[src/rtl/max_heap_priority_queue_unit_defines.svh]
// ----------------------------------------------------------------------------
// Assertion macros for the max heap priority queue unit
// Concurrent checks are compiled for simulation and drop out in synthesis.
// ----------------------------------------------------------------------------
`ifndef MAX_HEAP_PRIORITY_QUEUE_UNIT_DEFINES_SVH
`define MAX_HEAP_PRIORITY_QUEUE_UNIT_DEFINES_SVH

`ifndef SYNTHESIS

// Plain property check, disabled while reset is asserted.
`define MHPQ_CHECK(label, clk, rst_n, prop, msg) \
    label: assert property (@(posedge clk) disable iff (!rst_n) (prop)) \
        else $error(msg);

// Check that a condition in one cycle leads to a result in the next cycle.
`define MHPQ_CHECK_NEXT(label, clk, rst_n, ante, cons, msg) \
    label: assert property (@(posedge clk) disable iff (!rst_n) (ante) |=> (cons)) \
        else $error(msg);

`else

`define MHPQ_CHECK(label, clk, rst_n, prop, msg)

`define MHPQ_CHECK_NEXT(label, clk, rst_n, ante, cons, msg)

`endif

`endif

[src/rtl/mhpq_pkg.sv]
// ----------------------------------------------------------------------------
// Max heap priority queue package
// Shared widths, codes and types for the sorted cell chain.
// ----------------------------------------------------------------------------
package mhpq_pkg;

    localparam int CAPACITY    = 128;
    localparam int KEY_W       = 32;
    localparam int CNT_W       = $clog2(CAPACITY + 1);
    localparam int COUNT_OUT_W = 8;
    localparam int STATUS_W    = 2;

    // Match reduction tree: groups of eight cells in the first stage.
    localparam int GRP_W        = 8;
    localparam int MATCH_GROUPS = (CAPACITY + GRP_W - 1) / GRP_W;
    localparam int MATCH_PAD_W  = MATCH_GROUPS * GRP_W;

    localparam logic OP_INSERT = 1'b0;
    localparam logic OP_DELETE = 1'b1;

    localparam logic [STATUS_W-1:0] STATUS_OK        = 2'd0;
    localparam logic [STATUS_W-1:0] STATUS_FULL      = 2'd1;
    localparam logic [STATUS_W-1:0] STATUS_NOT_FOUND = 2'd2;

    typedef logic signed [KEY_W-1:0] t_key;

    // Broadcast control from the sequencer to every cell.
    typedef struct packed {
        logic cmp_en;
        logic ins_en;
        logic del_en;
    } t_cell_ctl;

endpackage

[src/rtl/mhpq_cell.sv]
// ----------------------------------------------------------------------------
// Sorted chain cell
// Holds one key of the descending chain and shifts toward either neighbor.
// ----------------------------------------------------------------------------
module mhpq_cell (
    input  logic                i_clk,
    input  logic                i_rst_n,
    input  mhpq_pkg::t_cell_ctl i_ctl,
    input  mhpq_pkg::t_key      i_key,
    input  mhpq_pkg::t_key      i_prev_value,
    input  logic                i_prev_valid,
    input  logic                i_prev_keep,
    input  mhpq_pkg::t_key      i_next_value,
    input  logic                i_next_valid,
    output mhpq_pkg::t_key      o_value,
    output logic                o_valid,
    output logic                o_keep,
    output logic                o_eq
);
    import mhpq_pkg::*;

    t_key r_value;
    t_key n_value;
    logic r_valid;
    logic n_valid;
    logic r_keep;
    logic r_eq;

    // A cell keeps its place when it holds a key strictly above the
    // operand; every other valid cell lies at or below the operand.
    always_comb begin
        n_value = r_value;
        n_valid = r_valid;
        if (i_ctl.ins_en) begin
            if (!r_keep) begin
                if (i_prev_keep) begin
                    n_value = i_key;
                    n_valid = 1'b1;
                end else begin
                    n_value = i_prev_value;
                    n_valid = i_prev_valid;
                end
            end
        end else if (i_ctl.del_en) begin
            if (r_valid && !r_keep) begin
                n_value = i_next_value;
                n_valid = i_next_valid;
            end
        end
    end

    always_ff @(posedge i_clk) begin
        if (!i_rst_n) begin
            r_valid <= 1'b0;
            r_keep  <= 1'b0;
            r_eq    <= 1'b0;
        end else begin
            r_valid <= n_valid;
            if (i_ctl.cmp_en) begin
                r_keep <= r_valid && (r_value > i_key);
                r_eq   <= r_valid && (r_value == i_key);
            end
        end
        r_value <= n_value;
    end

    assign o_value = r_value;
    assign o_valid = r_valid;
    assign o_keep  = r_keep;
    assign o_eq    = r_eq;

endmodule

[config.mk]
export PLATFORM = sky130hd
export DESIGN_NAME = mhpq_cell
export DESIGN_NICKNAME = d
export VERILOG_FILES = /design/src/rtl/max_heap_priority_queue_unit_defines.svh /design/src/rtl/mhpq_pkg.sv /design/src/rtl/mhpq_cell.sv
export SDC_FILE = /design/constraint.sdc
export NUM_CORES = 1
export LEC_CHECK = 0
export BUFFER_PORTS_ARGS = -buffer_cell sky130_fd_sc_hd__clkbuf_2
export CAP_MARGIN = 20
export CORE_MARGIN = 10
export CORE_UTILIZATION = 40
export DETAILED_ROUTE_END_ITERATION = 8
export PLACE_DENSITY = 0.72
export SLEW_MARGIN = 20
export SYNTH_ARGS = -nofsm -noshare
export SYNTH_HDL_FRONTEND = slang
export SYNTH_SLANG_ARGS = --single-unit
[constraint.sdc]
create_clock -name i_clk -period 5.7 [get_ports i_clk]
set_clock_uncertainty 0.15 [all_clocks]
set_input_delay 0.57 -clock i_clk [delete_from_list [all_inputs] [get_ports i_clk]]
set_output_delay 0.57 -clock i_clk [all_outputs]
set_load 0.03 [all_outputs]
* Word-level counts from Yosys, hierarchy flattened
Cells that the tools add are included. W data, S select, Z words.
Storage, ports and cells: input bits 104, flip-flop bits (word level) 35
Cells by class: eq/ne operators 2, magnitude comparators 1, reduce and logical (&&, ||, !) cells 7, mux-type cells 10
Operator list (number):
- $mux W32 | 5
- $eq A32 B32 Y1 | 1
- $gt A32 B32 Y1 | 1
- $mux W1 | 5
- $reduce_bool A2 Y1 | 2
- $logic_and A1 B1 Y1 | 3
- $reduce_and A3 Y1 | 1
- $ne A2 B2 Y1 const B | 1
- $logic_not A1 Y1 | 1

* Longest topological paths before layout
depth after elaboration 5, gate-level depth with buffers 8

* Least setup slack after synthesis
OpenSTA, ideal clock, no wires.
path kind register -> register, start point register r_valid (netlist: o_valid), end point register r_valid (netlist: o_valid), data required time 5472 ps, setup time 78 ps, setup slack 3012 ps, arrival time 2460 ps, cell stages (with the launch flop) 5, path through dfxtp_1 > a21oi_1 > nor2_1 > o211ai_1 > a21boi_0
On the way: word-level cells in the longest chain between the ends 3
RTL lines:
- start: declaration | RTL line mhpq_cell.sv:24 | logic r_valid;
- start signal: assignment | RTL line mhpq_cell.sv:58 | r_valid <= n_valid;
- $logic_and A1 B1 Y1 | RTL line mhpq_cell.sv:45 | if (r_valid && !r_keep) begin
- $reduce_bool A2 Y1 (no line)
- $reduce_and A3 Y1 (no line)
Every way passes these cells. A chain may end at the register's enable or synchronous reset.

* Worst setup path after layout
start point input i_ctl[1] (netlist name), end point register r_valid (netlist: o_valid)
On the way: word-level cells in the longest chain between the ends 2, elaborated cells on any way between the ends 5, those cells by class eq/ne: 1; mux: 1; reduce/logical: 3
RTL lines:
- start: declaration | RTL line mhpq_cell.sv:8 | input mhpq_pkg::t_cell_ctl i_ctl,
- $ne A2 B2 Y1 (no line) or $reduce_bool A2 Y1 (tied branches)
- $reduce_and A3 Y1 (no line)
Parallel ways exist; a longest one is shown, timed or not.

==> qor.txt <==
Primary FF master, synth - edfxtp_1
post-route ant nets - 0
Post-DP Area - 0.00338 mm²
Clock Tree Buf Depth - 2
H-Tree Depth - 2
first-pass GRT wire length - 11900 µm
Wirelength per Cell - 15.4 µm
die height - 101 µm
All-Layer GR Usage - 14.5%
Core Region - 0.00635 mm²
Finished Core Util - 54.4%
DR pass1 iterations - 4
# hold bufs at CTS - 0
Setup CP Type - in -> reg
EDFF count, synth - 32
Worst-Margin Slew - 1.01 ns
status - completed
final hold viol count - 0
most numerous cell in the Yosys netlist - a21oi_1
Mean Syn Cell Area - 9.49 µm²
Starting Density - 41.3%
Commonest cells post-synth - 47 x a21oi_1, 39 x nor2_1, 33 x inv_1
FF/Latch Area - 0.00102 mm²
Netlist cell types - 34
Leakage - 1.82 nW
n_diodes - 0
Net Count, Synth - 412
clk_lat worst skew - 0.29 ns
die footprint - 0.0102 mm²
vias - 2442
FILL cells - 606
RSZ-0062 raised after global routing - no
Worst Hold Class - reg -> reg
CP startpoint kind - input pin
Finished Cell Area - 0.00345 mm²
Async S/R FF share, synth - 0%
Max Freq - 415 MHz
PortBufs - 138
pwr dens - 211 mW/mm²
DRC viols - 0
vias per cell - 5.00
Multi-input gate area - 0.00144 mm²
Syn Inst Count - 276
final non-filler cell total - 488
WL final - 7530 µm
area of the mapped netlist - 0.00262 mm²
io pins - 139
Area Growth Syn to Fin - 31.9%
gr ovfl total - 0
TNS Setup - 0 ns
fin crit share - 42.2%
slew margin rel. - 32.5%
critical path required time - 5.76 ns
CTS sink cnt - 35
Max VDD drop - 0.114 mV
clock-pin slew on the worst setup and hold paths - 0.07 ns
Die X - 101 µm
max-cap violation count - 0
crit path launch - i_ctl[1]
Worst R2R End - o_keep$_SDFFE_PN0P_
CTS tree - built
DPL Wire Length - 6290 µm
maximum fanout along the worst path - 67
gp weighted congestion - 0.753
Post-CTS Setup Bufs - 0
initial antenna violation count - 0
Net count, final - 547
FP Rows - 29
DR iter-0 viols - 53
endpoint class of the critical path - register
largest net degree at the start of global routing - 68
share of cells above drive strength 1 - 38.0%
number of global-route vias before repair - 2620
Pins Over Slew Limit - 0
WP data arrival - 2.47 ns
CTS Root Cell - clkbuf_8
RR Startpoint - o_value[14]$_DFFE_PP_
post-synthesis register bit count - 35
Inst Count DP - 481
Num CTS Buffers - 5
end of the critical path - o_valid$_SDFFE_PN0P_
Final Setup Violations - 0
crit path time final - 2.41 ns
cell accounting for the most synthesized area - edfxtp_1
YS warnings - 0
flop2flop setup slack - 3.64 ns
post_cts resized - 0
Synth top area share - 36.7%
main area contributors after synthesis - edfxtp_1 37%, ha_1 15%, mux2i_1 12%, a21oi_1 9.0%, nor2_1 5.6%
Seq/Total Area, Yosys - 39.0%
hold depth - 2
R2R cell count - 7
-- sequential cells by signal, indices dropped and copies added, names as in the netlist --
signal and cells:
o_valid 1, o_eq 1, o_keep 1, o_value 32
-- through the flow --
stage	total power, mW	setup WS (ns)	hold WS [ns]
detailed placement	0.570	2.96	0.313
CTS	0.741	3.25	0.323
global placement	0.562	3.07	0.311
global route	0.780	3.09	0.354
finish	0.730	3.29	0.320
floorplan	0.481	3.01	0.441
-- placed cells by master, fill, tap and decap left out, types with 2 or more instances in the layout --
master,count
clkbuf_8,5
dfxtp_1,3
nand2_1,10
ha_1,32
o211ai_1,2
o21ai_0,3
edfxtp_1,32
inv_1,33
clkbuf_2,137
nand4_2,4
a21oi_1,47
nand4_1,3
nand3_1,6
o21ai_1,2
mux2i_1,32
nor2_1,38
-- area by class of cell --
type | count | share of cell area [%]
clock buffers | 5 | 1.99
repair buffers | 139 | 20.2
well taps | 77 | 2.79
flip-flops and latches | 35 | 29.6
clock inverters | 2 | 0.254
multi-input cells | 197 | 41.6
inverters | 33 | 3.59
-- critical path, stage by stage --
cell	delay, ns
clkbuf_2	0.07
buf_4	0.49
a21oi_1	0.17
nor2_4	0.76
o211ai_1	0.19
a21boi_0	0.21
-- kinds of logic after synthesis --
| kind of cell | Yosys count | share of synthesized area [%] |
|---|---|---|
| compound gates | 63 | 13.3 |
| flops | 35 | 39.0 |
| simple gates | 70 | 13.8 |
| fa+ha+maj | 32 | 15.3 |
| mux | 32 | 12.2 |
| buf+inv | 44 | 6.45 |
-- metal layers --
| metal | global-route usage [%] | part of all wire (%) | up-vias | wire, µm |
|---|---|---|---|---|
| met5 | 0 | 0 | - | 0 |
| met3 | 4.53 | 7.3 | 7 | 552 |
| li1 | - | - | 1266 | - |
| met1 | 14.8 | 39 | 1090 | 2930 |
| met4 | 4.93 | 1.4 | 0 | 104 |
| met2 | 27.0 | 52 | 79 | 3940 |
-- report_power, final --
| group | internal, mW | leakage, nW | switching, mW |
|---|---|---|---|
| Clock | 0.0813 | 0.0414 | 0.0880 |
| Combinational | 0.0930 | 1.44 | 0.144 |
| Sequential | 0.311 | 0.334 | 0.0131 |
-- worst min-delay path by stage --
stage	start	to
5_1_grt	o_eq$_SDFFE_PN0P_	o_eq$_SDFFE_PN0P_
3_3_place_gp	o_eq$_SDFFE_PN0P_	o_eq$_SDFFE_PN0P_
2_1_floorplan	o_eq$_SDFFE_PN0P_	o_eq$_SDFFE_PN0P_
3_5_place_dp	o_eq$_SDFFE_PN0P_	o_eq$_SDFFE_PN0P_
4_1_cts	o_eq$_SDFFE_PN0P_	o_eq$_SDFFE_PN0P_
6_report	o_eq$_SDFFE_PN0P_	o_eq$_SDFFE_PN0P_
Note: power is estimated with default switching activity, not from simulation.
