### config.mk
export PLATFORM = sky130hd
export DESIGN_NAME = mhpq_match_tree
export DESIGN_NICKNAME = d
export VERILOG_FILES = /design/src/rtl/max_heap_priority_queue_unit_defines.svh /design/src/rtl/mhpq_pkg.sv /design/src/rtl/mhpq_match_tree.sv
export SDC_FILE = /design/constraint.sdc
export NUM_CORES = 1
export LEC_CHECK = 0
export BUFFER_PORTS_ARGS = -buffer_cell sky130_fd_sc_hd__buf_4
export CORE_UTILIZATION = 26
export CTS_BUF_LIST = sky130_fd_sc_hd__clkbuf_16
export DETAILED_ROUTE_END_ITERATION = 10
export HOLD_SLACK_MARGIN = 0.05
export PLACE_DENSITY_LB_ADDON = 0.3
export REMOVE_ABC_BUFFERS = 1
export SETUP_SLACK_MARGIN = 0.3
export SLEW_MARGIN = 20
export SYNTH_ARGS = -nofsm -noshare
export SYNTH_HDL_FRONTEND = slang
export SYNTH_SLANG_ARGS = --single-unit
### constraint.sdc
create_clock -name i_clk -period 2.3 [get_ports i_clk]
set_input_delay 0 -clock i_clk [delete_from_list [all_inputs] [get_ports i_clk]]
set_output_delay 0 -clock i_clk [all_outputs]
set_load 0.03 [all_outputs]
### src/rtl/max_heap_priority_queue_unit_defines.svh
// ----------------------------------------------------------------------------
// Assertion macros for the max heap priority queue unit
// Concurrent checks are compiled for simulation and drop out in synthesis.
// ----------------------------------------------------------------------------
`ifndef MAX_HEAP_PRIORITY_QUEUE_UNIT_DEFINES_SVH
`define MAX_HEAP_PRIORITY_QUEUE_UNIT_DEFINES_SVH

`ifndef SYNTHESIS

// Plain property check, disabled while reset is asserted.
`define MHPQ_CHECK(label, clk, rst_n, prop, msg) \
    label: assert property (@(posedge clk) disable iff (!rst_n) (prop)) \
        else $error(msg);

// Check that a condition in one cycle leads to a result in the next cycle.
`define MHPQ_CHECK_NEXT(label, clk, rst_n, ante, cons, msg) \
    label: assert property (@(posedge clk) disable iff (!rst_n) (ante) |=> (cons)) \
        else $error(msg);

`else

`define MHPQ_CHECK(label, clk, rst_n, prop, msg)

`define MHPQ_CHECK_NEXT(label, clk, rst_n, ante, cons, msg)

`endif

`endif

### src/rtl/mhpq_pkg.sv
// ----------------------------------------------------------------------------
// Max heap priority queue package
// Shared widths, codes and types for the sorted cell chain.
// ----------------------------------------------------------------------------
package mhpq_pkg;

    localparam int CAPACITY    = 128;
    localparam int KEY_W       = 32;
    localparam int CNT_W       = $clog2(CAPACITY + 1);
    localparam int COUNT_OUT_W = 8;
    localparam int STATUS_W    = 2;

    // Match reduction tree: groups of eight cells in the first stage.
    localparam int GRP_W        = 8;
    localparam int MATCH_GROUPS = (CAPACITY + GRP_W - 1) / GRP_W;
    localparam int MATCH_PAD_W  = MATCH_GROUPS * GRP_W;

    localparam logic OP_INSERT = 1'b0;
    localparam logic OP_DELETE = 1'b1;

    localparam logic [STATUS_W-1:0] STATUS_OK        = 2'd0;
    localparam logic [STATUS_W-1:0] STATUS_FULL      = 2'd1;
    localparam logic [STATUS_W-1:0] STATUS_NOT_FOUND = 2'd2;

    typedef logic signed [KEY_W-1:0] t_key;

    // Broadcast control from the sequencer to every cell.
    typedef struct packed {
        logic cmp_en;
        logic ins_en;
        logic del_en;
    } t_cell_ctl;

endpackage

### src/rtl/mhpq_match_tree.sv
// ----------------------------------------------------------------------------
// Match reduction tree
// Two registered OR stages that report whether any cell matched the key.
// ----------------------------------------------------------------------------
module mhpq_match_tree (
    input  logic                          i_clk,
    input  logic [mhpq_pkg::CAPACITY-1:0] i_eq,
    output logic                          o_any
);
    import mhpq_pkg::*;

    logic [MATCH_PAD_W-1:0]  w_pad;
    logic [MATCH_GROUPS-1:0] r_grp;
    logic                    r_any;

    assign w_pad = MATCH_PAD_W'(i_eq);

    for (genvar g = 0; g < MATCH_GROUPS; g++) begin : g_grp
        always_ff @(posedge i_clk) begin
            r_grp[g] <= |w_pad[g*GRP_W +: GRP_W];
        end
    end

    always_ff @(posedge i_clk) begin
        r_any <= |r_grp;
    end

    assign o_any = r_any;

endmodule

==> impl_metrics.ini, run 1 <==
[status]
status = aborted with a tool error
lastStage = clock tree synthesis (4_1_cts)
tool.error = [ERROR DPL-0033] detailed placement checks failed during check placement.

[floorplanning]
initial_core_util_pct = 28.02
rows = 17
die_w_um = 51.30
die_h_um = 51.30
num_io_pins = 130

[synth]
synth_top_area_share_pct = 53.86
synth_area_um2 = 631.9
yosysUniqueCellTypes = 4
synth_cells = 70
yosys_warnings = 0
synth_seq_cells = 17
syn_area_per_cell_um2 = 9.027
yosysTopAreaCell = dfxtp_1
synth.area.top_cells = dfxtp_1 54%, nor4_1 36%, nand2_1 9.5%
seq_area_frac_synth_pct = 53.86

[clock_network]
cts_root_buffer = clkbuf_16
cts_made_buffers = 3
holdBufCountCts = 48
clockBufferDepth = 2
cts_sinks = 17
htree_levels = 1
post_cts_resized = 0
cts_setup_buffers = 0

[placed_design]
placed_cell_area_um2 = 1635
port_buffers = 129
gp_congestion = 0.7081
[kinds of logic after synthesis]
logic type / Yosys count / synth area share (%)
AND/OR/NAND/NOR: 53 / 46.14
flip-flops: 17 / 53.86
[stage by stage]
step | util [%] | cells | worst slack [ns]
detailed placement | 72.53 | 227 | 1.455
global placement | 72.53 | 227 | 1.483
floorplan | - | 70 | 1.542
[cell usage after synthesis]
master   number
nand2_1      16
dfxtp_1      17
nand4_1       1
nor4_1       36
==> run 2, diff against run 1 <==
--- a/config.mk
+++ b/config.mk
@@ -6,13 +6,11 @@
 export NUM_CORES = 1
 export LEC_CHECK = 0
 export BUFFER_PORTS_ARGS = -buffer_cell sky130_fd_sc_hd__buf_4
-export CORE_UTILIZATION = 26
-export CTS_BUF_LIST = sky130_fd_sc_hd__clkbuf_16
+export CORE_AREA = 2 2 63 65
 export DETAILED_ROUTE_END_ITERATION = 10
-export HOLD_SLACK_MARGIN = 0.05
-export PLACE_DENSITY_LB_ADDON = 0.3
+export DIE_AREA = 0 0 65 67
+export PLACE_DENSITY_LB_ADDON = 0.15
 export REMOVE_ABC_BUFFERS = 1
-export SETUP_SLACK_MARGIN = 0.3
 export SLEW_MARGIN = 20
 export SYNTH_ARGS = -nofsm -noshare
 export SYNTH_HDL_FRONTEND = slang
==> run 2 against run 1 <==
Compared with the run above:
- the run now ends clean
- synthesized cell count unchanged
- area after synthesis did not move
==> impl_metrics.ini, run 2 <==
[flow_run]
drv_cap = 0

[sta]
whs_ns = 0.4343
hold_viol = 0
rsz0062_at_grt = no
skew_ns = 0.0004829
worst_pin_slew_ns = 0.2835
max_slew_margin_pct = 80.93
setup_viol = 0
fin_crit_ns = 1.933
min_period_over_period_pct = 84.06
drv_slew = 0
setup_tns_ns = 0
clock.fmax_mhz = 517.2

[grt]
grt_start_max_net_pins = 10
antenna_found_initial = 0
grt_pass1_vias = 1407
grt_first_pass_wirelength_mm = 5.306
grt-ovfl-total = 0
grt_usage_pct = 15.87

[finish]
n_antenna_cell = 0
drive_above_1_share_pct = 52.59
largest_reg_flops = 16
num-nets-final = 381
layout_commonest_cell = buf_4
final.fill_count = 326
multi_input_area_um2 = 291.5
areaGrowthSynthToFinish_pct = 245.9
final_cell_mix = 129 x buf_4, 48 x dlygate4sd3_1, 36 x nor4_1, 17 x dfxtp_1, 16 x nand2_1
regMostFlops = r_grp
seq_area_um2 = 340.3

[synth]
synth_ff_type = dfxtp_1
yosys_warnings = 0
synth_async_sr_flop_share_pct = 0
yosysTopAreaCell = dfxtp_1
synth_area_um2 = 631.9
synth.area.top_cells = dfxtp_1 54%, nor4_1 36%, nand2_1 9.5%
syn_area_per_cell_um2 = 9.027
synth_cells = 70
synth_most_common_cell = nor4_1
synth_common_cells = 36 x nor4_1, 17 x dfxtp_1, 16 x nand2_1
synth_seq_cells = 17
synth_edf_count = 0
synth_top_area_share_pct = 53.86
yosysUniqueCellTypes = 4
seq_area_frac_synth_pct = 53.86

[detailed_routing]
antenna_left = 0
routed_wirelength_mm = 3.321
num_vias = 1292
via_per_inst = 4.321
routedWlPerCell_um = 11.11
drtIter0Drc = 6
drcViolationCount = 0
drtPass1Iterations = 2

[critical_path]
critPathArrivalTime_ns = 2.06
worstSetupEndpointType = flop
crit_required_ns = 2.43
criticalPathCategory = primary input to flop
crit_fanout = 1
rr_worst_depth = 2
start_kind = primary input

[placed_design]
port_buffers = 129
gp_congestion = 0.6992
dp_hpwl_mm = 2.526

[power_and_ir_drop]
peakVddDrop_mv = 0.3256
p_leak_uw = 0.0009924
power_density_nw_per_um2 = 327.2

[min_path]
hold_path_class = flop to flop
min_path_cells = 2

[clock_network]
cts_sinks = 17
cts_made_buffers = 3
cts_root_buffer = clkbuf_8
htree_levels = 1
clk_pin_slew_ns = 0.06
tritoncts = built
clock_latency_ns = 0.24
cts_setup_buffers = 0
clockBufferDepth = 2

[floorplanning]
die-area_um2 = 4355
num_io_pins = 130
design.core.area_um2 = 3606
die_w_um = 65
rows = 22
initial_core_util_pct = 17.52
die_h_um = 67

[status]
status = finished clean
[run 2: cell counts after synthesis]
Identical to the previous run, type by type.
[run 2: area by class of cell]
cell class	instances	area share [%]
clock buffers	4	2.061
multi-input cells	53	13.34
flip-flops and latches	17	15.57
well taps	48	2.748
repair buffers	177	66.28
[run 2: worst max-delay path, stage by stage]
cell and delay [ns]:
dlygate4sd3_1 0.54, buf_4 0.13, nor4_1 0.20, dlygate4sd3_1 0.59, nand2_1 0.05, dlygate4sd3_1 0.55
[run 2: metrics by stage]
step / std cells / util, % / instance area, µm² / worst slack (ns) / total power [µW]
3_5_place_dp: 247 / 46.04 / 1660 / 1.429 / 479.7
4_1_cts: 299 / 60.62 / 2186 / 0.4205 / 724.3
3_3_place_gp: 247 / 46.04 / 1660 / 1.474 / 475.3
5_1_grt: 299 / 60.62 / 2186 / 0.2312 / 753.2
2_1_floorplan: 70 / - / 631.9 / 1.542 / 312.5
6_report: 299 / 60.62 / 2186 / 0.3666 / 715.2
[run 2: kinds of logic after synthesis]
logic type,count (synthesis),synth area share (%)
flip-flops,17,53.86
AND/OR/NAND/NOR,53,46.14
[run 2: worst paths after layout]
check	to	slack (ns)	start
worst max-delay path	r_grp[6]	0.37	i_eq[54]
worst min-delay path	o_any	0.43	r_grp[11]
worst max register to register	o_any	1.45	r_grp[2]
worst min register to register	o_any	0.43	r_grp[11]
[run 2: report_power, final]
part           internal, µW  total [µW]  switching [µW]
Sequential              295         296           0.244
Clock                   122         208            85.1
Combinational           169         212            42.7
[run 2: routing by layer]
layer | vias to the layer above | share of wire, % | GRT usage, %
li1 | 645 | - | -
met1 | 549 | 31 | 12.83
met2 | 92 | 52 | 32.22
met3 | 6 | 15 | 6.926
met4 | 0 | 1.9 | 7.181
met5 | - | 0 | 0
[run 2: repair_timing]
| item | CTS | global route |
|---|---|---|
| hold buffers | 48 | 0 |
| resized for setup | 0 | 0 |
| hold endpoints to repair | 16 | 0 |
Note: power is estimated with default switching activity, not from simulation.
==> run 3, diff against run 2 <==
==> constraint.sdc (replaced) <==
create_clock -name i_clk -period 1.6 [get_ports i_clk]
set_input_delay 0 -clock i_clk [delete_from_list [all_inputs] [get_ports i_clk]]
set_output_delay 0 -clock i_clk [all_outputs]
set_load 0.03 [all_outputs]
==> run 3 against run 2 <==
Compared with the run above:
- clock skew increased by 0.0033 ns
- count of clock-buffer cells in the layout decreased by 1
- clock power increased by 44%
- hold slack got worse by 0.0022 ns
- utilization increased by 4.5 points
==> impl_metrics.ini, run 3 (synthesized netlist as in run 2, its figures left out) <==
[detailed_routing]
antenna_left = 0
route.met2.wl_mm = 1.947
via_per_inst = 4.352
drtPass1Iterations = 4
drtIter0Drc = 12
wl_met3_um = 483
dr.max_layer_used = met4
routed_wirelength_mm = 3.873
routedWlPerCell_um = 12.30
drcViolationCount = 0
wl_met1_mm = 1.389
num_vias = 1371

[finish]
drive_above_1_share_pct = 49.81
num-nets-final = 397
n_antenna_cell = 0
areaGrowthSynthToFinish_pct = 271.5
regMostFlops = r_grp
largest_reg_flops = 16
final_cell_mix = 129 x buf_4, 64 x dlygate4sd3_1, 36 x nor4_1, 17 x dfxtp_1, 16 x nand2_1
layout_commonest_cell = buf_4
fin_cells = 315

[sta]
rsz0062_at_grt = no
worst_pin_slew_ns = 0.2732
setup_tns_ns = 0
clock.fmax_mhz = 691.6
hold_viol = 0
setup_slack_ns = 0.1541
setup_viol = 0
drv_slew = 0
fin_crit_ns = 1.446
max_slew_margin_pct = 81.62
skew_ns = 0.003823
min_period_over_period_pct = 90.37

[clock_network]
clk_pin_slew_ns = 0.06
cts_made_buffers = 3
htree_levels = 1
cts_root_buffer = clkbuf_8
tritoncts = built
clock_latency_ns = 0.24
post_cts_resized = 0
clockBufferDepth = 2
cts_sinks = 17

[floorplanning]
num_io_pins = 130
initial_core_util_pct = 17.52
die-area_um2 = 4355
die_h_um = 67
die_w_um = 65
rows = 22
design.core.area_um2 = 3606

[critical_path]
criticalPathCategory = primary input to flop
crit_top_cell = dlygate4sd3_1
cp_cell_sequence = dlygate4sd3_1 -> buf_4 -> nor4_1 -> dlygate4sd3_1 -> nand2_1
rrSetupSlack_ns = 0.76
cpPeakStageDelay_ns = 0.58
worstSetupEndpointType = flop
crit_fanout = 1
cp_top_family = buffers and inverters
slowest_stage = dlygate4sd3_1
crit_required_ns = 1.73
critPathArrivalTime_ns = 1.57
start_kind = primary input
cp.buffers_inverters = 3

[placed_design]
gp_congestion = 0.6992
dp_hpwl_mm = 2.556
port_buffers = 129
dp_worst_setup_slack_ns = 0.7494
dpl.cell_count = 247

[min_path]
hold_path_class = flop to flop

[grt]
antenna_found_initial = 0
grt_first_pass_wirelength_mm = 5.947
grt_pass1_vias = 1550
grt_start_max_net_pins = 11
grt-ovfl-total = 0
grt_usage_pct = 17.74

[power_and_ir_drop]
clockPowerShare_pct = 27.7
peakVddDrop_mv = 0.5588
p_int_uw = 876.6
seqPwrFrac_pct = 39.4
power_density_nw_per_um2 = 459.2
switchingPower_uw = 201.3
p_comb_share_pct = 32.9
p_leak_uw = 0.001146
switching_share_pct = 18.68

[flow_run]
drv_cap = 0

[status]
status = finished clean
[run 3: final cells by class]
| type | instances | area [µm²] |
|---|---|---|
| timing repair buffer | 193 | 1609 |
| clock inverter | 1 | 5.005 |
| fill | 280 | 1259 |
| tap | 48 | 60.06 |
| clock buffer | 3 | 41.29 |
| multi-input combinational | 53 | 291.5 |
| sequential | 17 | 340.3 |
[run 3: worst register-to-register path: stages (launching register included)]
cell     delay [ns]
dfxtp_1        0.30
nor4_1         0.29
nand4_1        0.12
[run 3: routing by layer]
metal | global-route usage (%) | up-vias
met2 | 37.11 | 90
met4 | 4.787 | 0
met1 | 15.71 | 599
li1 | - | 678
met3 | 6.081 | 4
met5 | 0 | -
[run 3: final timing paths]
kind	from	endpoint	depth (start not counted)
worst max-delay path	i_eq[48]	r_grp[6]	5
worst min-delay path	r_grp[15]	o_any	2
worst max register to register	r_grp[2]	o_any	2
worst min register to register	r_grp[15]	o_any	2
[run 3: power by group through the flow]
stage | registers, µW | logic, µW | clock network (µW)
global placement | 434 | 249 | 0
CTS | 425 | 347 | 313
finish | 425 | 354 | 299
detailed placement | 434 | 255 | 0
global route | 425 | 378 | 331
floorplan | 434 | 15.1 | 0
[run 3: what timing repair did]
item | 4_1_cts | 5_1_grt
hold buffers | 64 | 0
hold endpoints to repair | 16 | 0
setup buffers | 0 | 0
[run 3: through the flow]
| stage | hold slack [ns] | power (µW) | util, % | cell area [µm²] |
|---|---|---|---|---|
| after detailed placement | 0.1814 | 689.7 | 46.04 | 1660 |
| after floorplan | 0.09093 | 449.3 | - | 631.9 |
| after global routing | 0.4602 | 1133 | 65.09 | 2347 |
| after global placement | 0.1938 | 683.3 | 46.04 | 1660 |
| after CTS | 0.4370 | 1085 | 65.09 | 2347 |
| final | 0.4321 | 1078 | 65.09 | 2347 |
